## config.mk

```make
export PLATFORM = sky130hd
export DESIGN_NAME = csv_numeric_stream_checker_core_flat
export DESIGN_NICKNAME = d
export VERILOG_FILES = /design/src/rtl/core/cnsc_pkg.sv /design/src/rtl/core/cnsc_if.sv /design/src/rtl/core/csv_numeric_stream_checker_core.sv /design/src/flat_wrapper.sv
export SDC_FILE = /design/constraint.sdc
export NUM_CORES = 1
export LEC_CHECK = 0
export BUFFER_PORTS_ARGS = -buffer_cell sky130_fd_sc_hd__buf_2
export CAP_MARGIN = 15
export CORE_UTILIZATION = 40
export CTS_BUF_LIST = sky130_fd_sc_hd__clkbuf_2
export DETAILED_ROUTE_END_ITERATION = 12
export GPL_TIMING_DRIVEN = 1
export PLACE_DENSITY = 0.55
export SLEW_MARGIN = 25
export SYNTH_ARGS = -nofsm -noshare
export SYNTH_HDL_FRONTEND = slang
export SYNTH_SLANG_ARGS = --single-unit
export TNS_END_PERCENT = 1
```

## constraint.sdc

```tcl
create_clock -name clk -period 7.82 [get_ports clk]
set_input_delay 0 -clock clk [delete_from_list [all_inputs] [get_ports clk]]
set_output_delay 0 -clock clk [all_outputs]
set_load 0.01 [all_outputs]
```

## src/rtl/core/cnsc_pkg.sv

```systemverilog
// ---------------------------------------------------------------------------
// cnsc_pkg
// shared widths, character codes and status codes of the csv checker
// ---------------------------------------------------------------------------
package cnsc_pkg;

  localparam int COUNT_WIDTH = 16;

  localparam logic [7:0] CHAR_COMMA = 8'h2C;
  localparam logic [7:0] CHAR_CR    = 8'h0D;
  localparam logic [7:0] CHAR_LF    = 8'h0A;
  localparam logic [7:0] CHAR_E_LO  = 8'h65;
  localparam logic [7:0] CHAR_E_UP  = 8'h45;
  localparam logic [7:0] CHAR_PLUS  = 8'h2B;
  localparam logic [7:0] CHAR_MINUS = 8'h2D;
  localparam logic [7:0] CHAR_DOT   = 8'h2E;
  localparam logic [7:0] CHAR_ZERO  = 8'h30;
  localparam logic [7:0] CHAR_NINE  = 8'h39;

  typedef enum logic [1:0] {
    ST_OK       = 2'd0,
    ST_UNEVEN   = 2'd1,
    ST_LONE_CR  = 2'd2,
    ST_BAD_CHAR = 2'd3
  } status_t;

  typedef logic [COUNT_WIDTH-1:0] count_t;

  // digits and e E + - , .
  function automatic logic char_allowed(input logic [7:0] c);
    return ((c >= CHAR_ZERO) && (c <= CHAR_NINE)) ||
           (c == CHAR_E_LO) || (c == CHAR_E_UP) || (c == CHAR_PLUS) ||
           (c == CHAR_MINUS) || (c == CHAR_COMMA) || (c == CHAR_DOT);
  endfunction

endpackage

```

## src/rtl/core/cnsc_if.sv

```systemverilog
// ---------------------------------------------------------------------------
// cnsc_in_if / cnsc_out_if
// valid/ready channels for input bytes and per-byte results
// ---------------------------------------------------------------------------
interface cnsc_in_if;
  logic       valid;
  logic       ready;
  logic [7:0] char_in;
  logic       first_byte;
  logic       last_byte;

  modport source (output valid, char_in, first_byte, last_byte, input ready);
  modport sink   (input valid, char_in, first_byte, last_byte, output ready);
endinterface

interface cnsc_out_if;
  logic               valid;
  logic               ready;
  logic [7:0]         char_out;
  logic               char_valid;
  logic [1:0]         status;
  logic               file_done;
  cnsc_pkg::count_t   rows_total;
  cnsc_pkg::count_t   cols_total;
  cnsc_pkg::count_t   longest_field;

  modport source (output valid, char_out, char_valid, status, file_done, rows_total,
                  cols_total, longest_field, input ready);
  modport sink   (input valid, char_out, char_valid, status, file_done, rows_total,
                  cols_total, longest_field, output ready);
endinterface

```

## src/rtl/core/csv_numeric_stream_checker_core.sv

```systemverilog
// ---------------------------------------------------------------------------
// csv_numeric_stream_checker_core: input register, then result register
// throughput one byte per cycle while the result sink is ready, set by the single state update stage
// synchronous active-high reset clears both stages and all counters, no clearing pass
// ---------------------------------------------------------------------------
module csv_numeric_stream_checker_core (
  input  logic              clk,
  input  logic              rst,
  cnsc_in_if.sink           byte_in,
  cnsc_out_if.source        result
);

  // row-level state touched by a line end
  typedef struct packed {
    logic                first_row;
    cnsc_pkg::count_t    cols;
    cnsc_pkg::count_t    fields;
    cnsc_pkg::count_t    flen;
    cnsc_pkg::count_t    mx;
    cnsc_pkg::status_t   sts;
  } row_t;

  // saturating increment, stops at all ones
  function automatic cnsc_pkg::count_t sat_inc(input cnsc_pkg::count_t v);
    return (v == '1) ? v : v + cnsc_pkg::count_t'(1'b1);
  endfunction

  // first error wins
  function automatic cnsc_pkg::status_t flag(input cnsc_pkg::status_t cur,
                                             input cnsc_pkg::status_t code);
    return (cur == cnsc_pkg::ST_OK) ? code : cur;
  endfunction

  // finish a row: complete the field count, fix it or compare, close the field
  function automatic row_t close_row(input row_t r);
    row_t             o;
    cnsc_pkg::count_t n;
    o = r;
    n = (r.fields != '0) ? sat_inc(r.fields) : r.fields;
    if (r.first_row) begin
      o.first_row = 1'b0;
      o.cols      = n;
    end else if (n != r.cols) begin
      o.sts = flag(r.sts, cnsc_pkg::ST_UNEVEN);
    end
    o.fields = '0;
    if (r.flen > r.mx) begin
      o.mx = r.flen;
    end
    o.flen = '0;
    return o;
  endfunction

  // input register stage
  logic       s1_valid;
  logic [7:0] s1_char;
  logic       s1_first;
  logic       s1_last;
  logic       s1_adv;

  // file state
  logic              cr_pending;
  logic              in_first_row;
  cnsc_pkg::count_t  cols_expected;
  cnsc_pkg::count_t  fields_in_row;
  cnsc_pkg::count_t  newline_count;
  cnsc_pkg::count_t  max_field_len;
  cnsc_pkg::count_t  field_len;
  cnsc_pkg::status_t sticky_status;

  logic              cr_pending_next;
  row_t              row_next;
  cnsc_pkg::count_t  newline_count_next;
  logic [7:0]        cout_next;
  logic              cvalid_next;

  // result register stage
  logic out_valid;

  // the result register frees up when it is taken or empty
  assign s1_adv        = s1_valid && (!out_valid || result.ready);
  assign byte_in.ready = !s1_valid || s1_adv;

  always_ff @(posedge clk) begin
    if (rst) begin
      s1_valid <= 1'b0;
    end else if (byte_in.ready) begin
      s1_valid <= byte_in.valid;
    end
  end

  always_ff @(posedge clk) begin
    if (byte_in.valid && byte_in.ready) begin
      s1_char  <= byte_in.char_in;
      s1_first <= byte_in.first_byte;
      s1_last  <= byte_in.last_byte;
    end
  end

  // per-byte state update, applied in this order: lone cr check,
  // byte processing, then the end-of-file checks
  always_comb begin
    row_t             r;
    logic             cp;
    cnsc_pkg::count_t nl;

    if (s1_first) begin
      // a first byte starts from reset values
      cp = 1'b0;
      nl = '0;
      r  = '{first_row: 1'b1, cols: '0, fields: '0, flen: '0, mx: '0,
             sts: cnsc_pkg::ST_OK};
    end else begin
      cp = cr_pending;
      nl = newline_count;
      r  = '{first_row: in_first_row, cols: cols_expected, fields: fields_in_row,
             flen: field_len, mx: max_field_len, sts: sticky_status};
    end

    if (cp && (s1_char != cnsc_pkg::CHAR_LF)) begin
      r.sts = flag(r.sts, cnsc_pkg::ST_LONE_CR);
    end

    cout_next   = s1_char;
    cvalid_next = 1'b1;
    if (s1_char == cnsc_pkg::CHAR_CR) begin
      // cr is swallowed and waits for its lf
      cp          = 1'b1;
      cvalid_next = 1'b0;
      cout_next   = 8'h00;
    end else if (s1_char == cnsc_pkg::CHAR_LF) begin
      nl        = sat_inc(nl);
      r         = close_row(r);
      cp        = 1'b0;
      cout_next = cnsc_pkg::CHAR_COMMA;
    end else begin
      cp = 1'b0;
      if (s1_char == cnsc_pkg::CHAR_COMMA) begin
        r.fields = sat_inc(r.fields);
        if (r.flen > r.mx) begin
          r.mx = r.flen;
        end
        r.flen = '0;
      end else begin
        r.flen = sat_inc(r.flen);
        if (!cnsc_pkg::char_allowed(s1_char)) begin
          r.sts = flag(r.sts, cnsc_pkg::ST_BAD_CHAR);
        end
      end
    end

    // end of file acts as an uncounted line end
    if (s1_last) begin
      if (cp) begin
        r.sts = flag(r.sts, cnsc_pkg::ST_LONE_CR);
      end
      cp = 1'b0;
      r  = close_row(r);
    end

    cr_pending_next    = cp;
    row_next           = r;
    newline_count_next = nl;
  end

  always_ff @(posedge clk) begin
    if (rst) begin
      cr_pending    <= 1'b0;
      in_first_row  <= 1'b1;
      cols_expected <= '0;
      fields_in_row <= '0;
      newline_count <= '0;
      max_field_len <= '0;
      field_len     <= '0;
      sticky_status <= cnsc_pkg::ST_OK;
    end else if (s1_adv) begin
      cr_pending    <= cr_pending_next;
      in_first_row  <= row_next.first_row;
      cols_expected <= row_next.cols;
      fields_in_row <= row_next.fields;
      newline_count <= newline_count_next;
      max_field_len <= row_next.mx;
      field_len     <= row_next.flen;
      sticky_status <= row_next.sts;
    end
  end

  // result register, holds while the sink stalls
  always_ff @(posedge clk) begin
    if (rst) begin
      out_valid <= 1'b0;
    end else if (s1_adv) begin
      out_valid <= 1'b1;
    end else if (result.ready) begin
      out_valid <= 1'b0;
    end
  end

  always_ff @(posedge clk) begin
    if (s1_adv) begin
      result.char_out      <= cout_next;
      result.char_valid    <= cvalid_next;
      result.status        <= row_next.sts;
      result.file_done     <= s1_last;
      result.rows_total    <= sat_inc(newline_count_next);
      result.cols_total    <= row_next.cols;
      result.longest_field <= row_next.mx;
    end
  end

  assign result.valid = out_valid;

endmodule

```

## src/flat_wrapper.sv

```systemverilog
// flat-port wrapper written by rule: the top's interface ports become plain ports
module csv_numeric_stream_checker_core_flat 
  (clk, rst, byte_in_valid, byte_in_char_in, byte_in_first_byte, byte_in_last_byte, byte_in_ready, result_valid, result_char_out, result_char_valid, result_status, result_file_done, result_rows_total, result_cols_total, result_longest_field, result_ready);
  cnsc_in_if byte_in_i ();
  cnsc_out_if result_i ();
  input  logic clk;
  input  logic rst;
  input wire logic [$bits(byte_in_i.valid)-1:0] byte_in_valid;
  input wire logic [$bits(byte_in_i.char_in)-1:0] byte_in_char_in;
  input wire logic [$bits(byte_in_i.first_byte)-1:0] byte_in_first_byte;
  input wire logic [$bits(byte_in_i.last_byte)-1:0] byte_in_last_byte;
  output wire logic [$bits(byte_in_i.ready)-1:0] byte_in_ready;
  output wire logic [$bits(result_i.valid)-1:0] result_valid;
  output wire logic [$bits(result_i.char_out)-1:0] result_char_out;
  output wire logic [$bits(result_i.char_valid)-1:0] result_char_valid;
  output wire logic [$bits(result_i.status)-1:0] result_status;
  output wire logic [$bits(result_i.file_done)-1:0] result_file_done;
  output wire logic [$bits(result_i.rows_total)-1:0] result_rows_total;
  output wire logic [$bits(result_i.cols_total)-1:0] result_cols_total;
  output wire logic [$bits(result_i.longest_field)-1:0] result_longest_field;
  input wire logic [$bits(result_i.ready)-1:0] result_ready;
  assign byte_in_i.valid = byte_in_valid;
  assign byte_in_i.char_in = byte_in_char_in;
  assign byte_in_i.first_byte = byte_in_first_byte;
  assign byte_in_i.last_byte = byte_in_last_byte;
  assign byte_in_ready = byte_in_i.ready;
  assign result_valid = result_i.valid;
  assign result_char_out = result_i.char_out;
  assign result_char_valid = result_i.char_valid;
  assign result_status = result_i.status;
  assign result_file_done = result_i.file_done;
  assign result_rows_total = result_i.rows_total;
  assign result_cols_total = result_i.cols_total;
  assign result_longest_field = result_i.longest_field;
  assign result_i.ready = result_ready;
  csv_numeric_stream_checker_core u_core (.clk(clk), .rst(rst), .byte_in(byte_in_i), .result(result_i));
endmodule
```

==> flow_metrics.env, run 1 <==
export IMPL_outcome="finished clean"
export IMPL_cts_tree="built"
export IMPL_drt_iter0_markers=966
export IMPL_hpwl_mm=25.1
export IMPL_grt_overflow_total=0
export IMPL_vdd_ir_drop_worst_mv=0.0761
export IMPL_num_vias=10398
export IMPL_path_clk_slew_ns=0.32
export IMPL_routed_wl_mm=34.6
export IMPL_dp_cells=1689
export IMPL_post_cts_buffers=0
export IMPL_synth_main_ff_cell="dfxtp_1"
export IMPL_synth_cell_types=94
export IMPL_synthArstFlopShare_pct=0
export IMPL_grt_pass1_wl_mm=54.7
export IMPL_die_w_um=168
export IMPL_cts_buffer_depth=2
export IMPL_synth_seq_cells=156
export IMPL_path_max_fanout=25
export IMPL_worst_pin_slew_ns=1.11
export IMPL_fin_skew_ns=0.0585
export IMPL_dieHeight_um=168
export IMPL_min_period_ns=6.27
export IMPL_synth_edff_count=70
export IMPL_cts_max_level=4
export IMPL_grt_usage_pct=24.7
export IMPL_startpoint_type="flip-flop"
export IMPL_final_nets=1445
export IMPL_tns_ns=0
export IMPL_io_buffer_count=75
export IMPL_via_per_inst=5.94
export IMPL_synth_top_family_by_area="simple AND/OR/NAND/NOR gates"
export IMPL_synth_avg_cell_area_um2=8.20
export IMPL_netlist_instances=1337
export IMPL_holdPathStages=3
export IMPL_dr_pass1_iters=5
export IMPL_relSlewSlack_pct=25.5
export IMPL_drc=0
export IMPL_drive_gt1_share_pct=11.8
export IMPL_grt_setup_unrepaired="no"
export IMPL_r2r_end="u_core.max_field_len[2]"
export IMPL_synth_mux_area_fraction_pct=3.25
export IMPL_place_congestion=0.954
export IMPL_post_route_period_util_pct=80.2
export IMPL_worstPathRequired_ns=8.56
export IMPL_seq_area_frac_synth_pct=34.9
export IMPL_synth_xor_area_share_pct=5.43
export IMPL_initial_utilization_pct=40.7
export IMPL_syn_nets=1388
export IMPL_final_cells=1750
export IMPL_yosys_area_top_type="edfxtp_1"
export IMPL_r2r_start="u_core.s1_first"
export IMPL_synthSimpleGateAreaFrac_pct=26.0
export IMPL_cp_arrival_ns=7.00
export IMPL_area_growth_pct=11.0
export IMPL_pin_count=76
export IMPL_finalMaxSlewViolations=0
export IMPL_ant_nets=0
export IMPL_power_leakage_nw=4.38
export IMPL_critPathLaunch="u_core.s1_first"
export IMPL_path_class="flip-flop to flip-flop"
export IMPL_grt_max_degree=79
export IMPL_ys_top_cells_by_area="edfxtp_1, dfxtp_1, nor2_1"
export IMPL_cts_inserted_buffers=17
export IMPL_regToRegSetupSlack_ns=1.55
export IMPL_crit_path_end_kind="flip-flop"
export IMPL_setup_viol=0
export IMPL_ff2ff_path_depth=27
export IMPL_p_per_area_mw_per_mm2=137
export IMPL_mostFrequentLayoutCells="nor2_1, nand2_1, a21oi_1"
export IMPL_max_cap_viol_count=0
export IMPL_timing_critical_path_to="u_core.max_field_len[2]"
export IMPL_synthAdderAreaFrac_pct=4.22
export IMPL_synth_compound_area_share_pct=21.5
export IMPL_coreArea_mm2=0.0270
export IMPL_placement_rows=60
export IMPL_finalHoldViolations=0
export IMPL_min_path_type="input pin to flip-flop"
export IMPL_yosys_warnings=0
export IMPL_clock_sinks=156
export IMPL_clk_latency_ns=0.82
export IMPL_antenna_found_initial=1
export IMPL_clockRootBuffer="clkbuf_2"
export IMPL_final_common_cell="nor2_1"
export IMPL_grt_pass1_vias=9777
export IMPL_dieArea_mm2=0.0281
export IMPL_worst_hold_slack_ns=0.112
export IMPL_synthesis_area_mm2=0.0110
export IMPL_wl_per_cell_um=19.8
export IMPL_clock_fmax_ghz=0.160
export IMPL_synth_top_area_share_pct=19.2
[Yosys cell counts (30+ instances only)]
library cell and instances:
nor2_1 156, nand2_1 147, a21oi_1 102, dfxtp_1 86, edfxtp_1 70, clkbuf_1 61
nor3_1 45, inv_1 43, xnor2_1 41, nor2b_1 40, ha_1 37, o21ai_0 36
a22oi_1 35, mux2i_1 30, nand3_1 30
[logic make-up (layout without fill, tap and decap cells)]
logic type | Yosys count | in the layout
adders and majority gates | 37 | 37
buffers and inverters | 131 | 201
AOI/OAI and AO/OA | 342 | 342
xor gates and xnor gates | 68 | 68
DFF | 156 | 156
muxes | 35 | 35
other | 0 | 2
and+or+nand+nor | 568 | 568
[sequential cells by signal, summed over array words and instances (netlist names), 2 cells and up]
register,flops
u_core.max_field_len,16
u_core.newline_count,16
u_core.sticky_status,2
u_core.fields_in_row,16
u_core.result.cols_total,16
u_core.result.status,2
u_core.result.char_out,8
u_core.cols_expected,16
u_core.result.longest_field,16
u_core.result.rows_total,16
u_core.field_len,16
u_core.s1_char,8
[layer usage]
layer,track usage [%],vias to the layer above,share of wire [%]
met5,0,-,0
met4,7.38,0,2.4
met3,3.78,67,6.0
met2,40.1,380,46
met1,33.7,4936,46
li1,-,5015,-
[what timing repair did]
action	4_1_cts	5_1_grt
endpoints found under the hold margin	49	0
hold buffers	27	0
gates resized for setup	0	0
[worst min path at each step]
stage / start / to / slack (ns)
floorplan: byte_in_char_in[0] / u_core.s1_char[0] / 0.1
detailed placement: byte_in_char_in[3] / u_core.s1_char[3] / 0.18
finish: rst / u_core.cols_expected[7] / 0.11
CTS: rst / u_core.cols_expected[15] / 0.07
global placement: byte_in_char_in[6] / u_core.s1_char[6] / 0.18
global route: rst / u_core.cols_expected[15] / 0.07
[layout make-up]
class                      count  area, µm²
timing repair buffer         123        803
tap                          341        427
inverter                      46        175
fill                        2663      14800
sequential                   156       3820
clock buffer                  17       85.1
multi-input combinational   1050       6640
antenna                        2       5.00
clock inverter                15        209
[report_power, final]
part | leakage (nW) | internal [mW] | switching (mW)
Sequential | 1.34 | 0.892 | 0.0208
Combinational | 2.87 | 0.0849 | 0.140
Clock | 0.165 | 0.123 | 0.400
[worst max-delay path, cell delays in order (launching register included)]
cell and delay (ns):
edfxtp_1 0.47, inv_2 0.43, nand2_1 0.20, ha_1 0.27
o21bai_1 0.17, a211oi_1 0.27, o221ai_1 0.17, a21oi_1 0.19
o31ai_1 0.09, a21boi_0 0.19, o21ai_1 0.10, a221oi_2 0.31
buf_4 0.32, mux2i_1 0.22, nor2_1 0.07, inv_1 0.08
ha_1 0.24, o21a_1 0.11, o21a_1 0.16, o21a_1 0.16
o21a_1 0.16, o21a_1 0.17, o21a_1 0.15, o21ai_0 0.15
buf_4 0.20, a21o_1 0.55, mux2_2 0.42, o21a_1 0.16
[through the flow]
step | setup WS, ns | cell area [µm²] | power (mW) | util (%)
after global placement | 1.76 | 11600 | 1.14 | 43.0
final | 1.55 | 12200 | 1.66 | 45.1
after CTS | 1.61 | 12200 | 1.67 | 45.1
after detailed placement | 1.67 | 11600 | 1.14 | 43.0
after global routing | 1.04 | 12200 | 1.73 | 45.1
after floorplan | 0.636 | 11000 | 1.07 | -
No activity file was read; power rests on OpenSTA's default activity.
==> inputs of run 2 (changes only) <==
- PLACE_DENSITY: 0.55 -> 0.57
- clock period: 7.82 -> 5.5 ns (I/O delays scaled with it)
==> run 2 against run 1 <==
Compared with the run above: final area is 4.1% higher; worst hold slack got worse by 0.026 ns; die area is the same; combinational power up 47%; critical path type unchanged; critical endpoint unchanged; largest power group unchanged.
==> flow_metrics.env, run 2 (synthesis gave the netlist of run 1 again) <==
export IMPL_outcome="finished clean"
export IMPL_cts_max_level=4
export IMPL_min_period_ns=5.21
export IMPL_clockRootBuffer="clkbuf_2"
export IMPL_placement_rows=60
export IMPL_holdPathStages=5
export IMPL_startpoint_type="flip-flop"
export IMPL_cpPeakStageDelay_ns=0.45
export IMPL_path_depth=27
export IMPL_power_leakage_nw=4.69
export IMPL_clock_fmax_ghz=0.192
export IMPL_dieHeight_um=168
export IMPL_dp_slack_ns=0.250
export IMPL_fin_ws_ns=0.285
export IMPL_grt_max_degree=94
export IMPL_post_route_period_util_pct=94.8
export IMPL_finalHoldViolations=0
export IMPL_critPathMostFrequentCell="o21a_1"
export IMPL_drt_iter0_markers=876
export IMPL_cp_arrival_ns=5.93
export IMPL_final_cells=1814
export IMPL_fin_total_pwr_mw=2.31
export IMPL_dieArea_mm2=0.0281
export IMPL_path_clk_slew_ns=0.28
export IMPL_ant_nets=0
export IMPL_path_class="flip-flop to flip-flop"
export IMPL_pin_count=76
export IMPL_multi_input_area_mm2=0.00671
export IMPL_relSlewSlack_pct=25.3
export IMPL_ff2ff_path_depth=27
export IMPL_tns_ns=0
export IMPL_dr_pass1_iters=6
export IMPL_cts_buffer_depth=2
export IMPL_num_vias=10583
export IMPL_final_common_cell="nor2_1"
export IMPL_routed_wl_mm=35.9
export IMPL_cts_inserted_buffers=17
export IMPL_grt_overflow_total=0
export IMPL_vdd_ir_drop_worst_mv=0.140
export IMPL_fin_skew_ns=0.0664
export IMPL_antenna_found_initial=1
export IMPL_max_cap_viol_count=0
export IMPL_nFillCells=2656
export IMPL_worst_hold_slack_ns=0.0861
export IMPL_worst_pin_slew_ns=1.12
export IMPL_initial_utilization_pct=40.7
export IMPL_post_cts_buffers=0
export IMPL_p_per_area_mw_per_mm2=182
export IMPL_critPathBufInv=4
export IMPL_place_congestion=0.960
export IMPL_grt_setup_unrepaired="yes"
export IMPL_crit_path_end_kind="flip-flop"
export IMPL_worstPathRequired_ns=6.21
export IMPL_die_w_um=168
export IMPL_min_path_type="input pin to flip-flop"
export IMPL_cts_tree="built"
export IMPL_clk_latency_ns=0.80
export IMPL_setup_viol=0
export IMPL_grt_usage_pct=25.9
export IMPL_regArea_mm2=0.00382
export IMPL_area_growth_pct=15.5
export IMPL_via_per_inst=5.83
export IMPL_regToRegSetupSlack_ns=0.29
export IMPL_final_nets=1509
export IMPL_mostFrequentLayoutCells="nor2_1, nand2_1, a21oi_1"
export IMPL_finalMaxSlewViolations=0
export IMPL_dp_cells=1755
export IMPL_grt_pass1_vias=9958
export IMPL_grt_pass1_wl_mm=56.8
export IMPL_hpwl_mm=26.3
export IMPL_clock_sinks=156
export IMPL_path_delay_family="compound AO/OA/AOI/OAI gates"
export IMPL_drive_gt1_share_pct=16.2
export IMPL_io_buffer_count=75
export IMPL_cp_slowest_cell="edfxtp_1"
export IMPL_path_max_fanout=17
export IMPL_drc=0
export IMPL_wl_per_cell_um=19.8
export IMPL_coreArea_mm2=0.0270
[run 2: per-stage QoR]
stage / utilization [%] / cell area (µm²)
finish: 47.0 / 12700
global route: 47.0 / 12700
CTS: 46.9 / 12600
detailed placement: 45.1 / 12100
global placement: 45.1 / 12100
floorplan: - / 11100
[run 2: path summary, 6_finish.rpt]
kind / startpoint / end
max: u_core.s1_first / u_core.max_field_len[2]
min: result_ready / u_core.result.valid
max reg2reg: u_core.s1_first / u_core.max_field_len[2]
min reg2reg: u_core.max_field_len[11] / u_core.max_field_len[11]
[run 2: where the power goes]
part	switching (mW)	leakage, nW	internal [mW]
logic	0.202	3.21	0.128
registers	0.0328	1.34	1.27
clock network	0.532	0.143	0.147
[run 2: worst reg2reg max path: stages, from the launching register on]
cell	delay, ns
edfxtp_1	0.45
buf_4	0.24
nor2b_1	0.10
ha_1	0.22
o21bai_1	0.19
a211oi_1	0.22
o221ai_1	0.17
a21oi_1	0.16
o31ai_1	0.10
a21boi_1	0.16
o21ai_2	0.09
a221oi_4	0.34
buf_4	0.23
mux2i_1	0.08
nor2_1	0.16
inv_1	0.06
ha_1	0.30
o21a_1	0.11
o21a_1	0.17
o21a_1	0.16
o21a_1	0.16
o21a_1	0.17
o21a_1	0.17
o21ai_1	0.16
a21o_1	0.14
buf_6	0.19
mux2_4	0.32
o21a_1	0.17
[run 2: area by class of cell]
| type | count | area share, % |
|---|---|---|
| Antenna cell | 2 | 0.0395 |
| Clock inverter | 15 | 1.17 |
| Timing Repair Buffer | 187 | 10.1 |
| Tap cell | 341 | 3.37 |
| Sequential cell | 156 | 30.2 |
| Inverter | 46 | 1.40 |
| Multi-Input combinational cell | 1050 | 53.0 |
| Clock buffer | 17 | 0.672 |
[run 2: what timing repair did]
| item | in CTS | in global routing |
|---|---|---|
| endpoints found under the setup margin | 0 | 8 |
| gates resized for setup | 0 | 6 |
| endpoints found under the hold margin | 53 | 0 |
| hold buffers | 25 | 0 |
[run 2: layer usage]
layer / routed length, µm / global-route usage [%]
met1: 16200 / 35.0
met2: 16700 / 42.0
met3: 1910 / 3.29
met4: 1180 / 10.2
met5: 0 / 0
==> inputs of run 3 (changes only) <==
- PLACE_DENSITY: 0.57 -> 0.55
- RECOVER_POWER: not set -> 25
- clock period: 5.5 -> 6.4 ns (I/O delays scaled with it)
==> run 3 against run 2 <==
Compared with the run above: clock-buffer cell count unchanged; non-clock buffer count decreased by 45; maximum frequency decreased by 13%; first-iteration DRC count increased by 5.1%; critical endpoint unchanged; highest routed layer unchanged; combinational power decreased by 18%; die area unchanged; sequential power decreased by 14%.
==> flow_metrics.env, run 3 (synthesis gave the netlist of run 1 again) <==
export IMPL_outcome="finished clean"
export IMPL_clock_fmax_ghz=0.166
export IMPL_post_route_period_util_pct=94.1
export IMPL_grt_overflow_total=0
export IMPL_dieHeight_um=168
export IMPL_utilization_pct=45.4
export IMPL_io_buffer_count=75
export IMPL_ant_nets=0
export IMPL_fin_area_mm2=0.0122
export IMPL_dr_pass1_iters=5
export IMPL_pin_count=76
export IMPL_critPathBufInv=1
export IMPL_mostFrequentLayoutCells="nor2_1, nand2_1, a21oi_1"
export IMPL_grt_usage_pct=24.8
export IMPL_place_congestion=0.949
export IMPL_cpPeakStageDelay_ns=0.57
export IMPL_fin_skew_ns=0.0603
export IMPL_hpwl_mm=25.2
export IMPL_max_cap_viol_count=0
export IMPL_p_int_mw=1.32
export IMPL_grt_pass1_wl_mm=55.0
export IMPL_power_leakage_nw=4.32
export IMPL_post_cts_buffers=0
export IMPL_grt_setup_unrepaired="no"
export IMPL_p_sw_mw=0.655
export IMPL_drc=0
export IMPL_cp_arrival_ns=6.75
export IMPL_dp_cells=1707
export IMPL_p_sw_share_pct=33.1
export IMPL_min_path_type="input pin to flip-flop"
export IMPL_startpoint_type="flip-flop"
export IMPL_area_growth_pct=11.6
export IMPL_cts_inserted_buffers=17
export IMPL_combPwrFrac_pct=13.7
export IMPL_path_max_fanout=60
export IMPL_relSlewSlack_pct=33.4
export IMPL_initial_utilization_pct=40.7
export IMPL_worst_pin_slew_ns=0.999
export IMPL_vdd_ir_drop_worst_mv=0.0722
export IMPL_drive_gt1_share_pct=9.54
export IMPL_fin_total_pwr_mw=1.98
export IMPL_final_common_cell="nor2_1"
export IMPL_dp_slack_ns=0.441
export IMPL_worst_hold_slack_ns=0.448
export IMPL_seq_power_share_pct=56.5
export IMPL_grt_max_degree=85
export IMPL_tns_ns=0
export IMPL_final_nets=1464
export IMPL_dpl_cell_area_mm2=0.0117
export IMPL_path_class="flip-flop to flip-flop"
export IMPL_clock_sinks=156
export IMPL_path_delay_family="compound AO/OA/AOI/OAI gates"
export IMPL_hold_buffers=28
export IMPL_cts_buffer_depth=2
export IMPL_routed_wl_mm=34.7
export IMPL_cp_slowest_cell="a21o_1"
export IMPL_setup_viol=0
export IMPL_worstPathRequired_ns=7.12
export IMPL_cts_max_level=4
export IMPL_antenna_found_initial=1
export IMPL_finalHoldViolations=0
export IMPL_dieArea_mm2=0.0281
export IMPL_cts_tree="built"
export IMPL_clockRootBuffer="clkbuf_2"
export IMPL_critPathMostFrequentCell="o21a_1"
export IMPL_grt_pass1_vias=9798
export IMPL_die_w_um=168
export IMPL_path_clk_slew_ns=0.33
export IMPL_drt_iter0_markers=921
export IMPL_final_cells=1769
export IMPL_cts_resized_gates=0
export IMPL_wl_per_cell_um=19.6
export IMPL_coreArea_mm2=0.0270
export IMPL_p_per_area_mw_per_mm2=162
export IMPL_placement_rows=60
export IMPL_num_vias=10474
export IMPL_finalMaxSlewViolations=0
export IMPL_crit_path_end_kind="flip-flop"
export IMPL_min_period_ns=6.02
export IMPL_p_clk_share_pct=29.8
export IMPL_clk_latency_ns=0.81
export IMPL_via_per_inst=5.92
export IMPL_fin_ws_ns=0.375
## run 3: cell types whose count changed in the layout (fill, tap and decap cells not counted), moves of 3 or more
cell / change
clkbuf_1: +48
buf_4: -49
dlygate4sd3_1: +3
buf_2: -47
## run 3: cell type report
type	instances	area (µm²)
fillers	2705	14700
multi-input cells	1050	6650
flip-flops and latches	156	3820
repair buffers	142	898
well taps	341	427
inverters	46	175
clock inverters	15	168
clock buffers	17	85.1
diodes	2	5.00
## run 3: layer usage
metal	track usage (%)	wire, µm	part of all wire [%]
met5	0	0	0
met4	8.10	914	2.6
met3	3.38	1830	5.3
met2	41.4	16400	47
met1	33.0	15600	45
## run 3: worst paths after layout
| path | start | to | slack [ns] | depth (start not counted) |
|---|---|---|---|---|
| max | u_core.s1_first | u_core.max_field_len[2] | 0.38 | 25 |
| min | rst | u_core.fields_in_row[14] | 0.45 | 4 |
| max reg2reg | u_core.s1_first | u_core.max_field_len[2] | 0.38 | 25 |
| min reg2reg | u_core.max_field_len[7] | u_core.max_field_len[7] | 0.49 | 2 |
## run 3: power by group through the flow
| stage | Clock [mW] | Sequential (mW) | Combinational (mW) |
|---|---|---|---|
| floorplan | 0 | 1.14 | 0.175 |
| global placement | 0 | 1.14 | 0.259 |
| detailed placement | 0 | 1.14 | 0.261 |
| CTS | 0.615 | 1.12 | 0.275 |
| global route | 0.644 | 1.12 | 0.298 |
| finish | 0.588 | 1.12 | 0.271 |
## run 3: worst reg2reg max path, delay by kind of cell (launching register included)
| family | cells | cell delay, ns |
|---|---|---|
| AO/OA/AOI/OAI | 17 | 3.60 |
| multiplexers | 2 | 0.81 |
| flip-flops | 1 | 0.49 |
| adder cells (fa/ha/maj) | 2 | 0.44 |
| AND/OR/NAND/NOR | 3 | 0.35 |
| buffers and inverters | 1 | 0.28 |
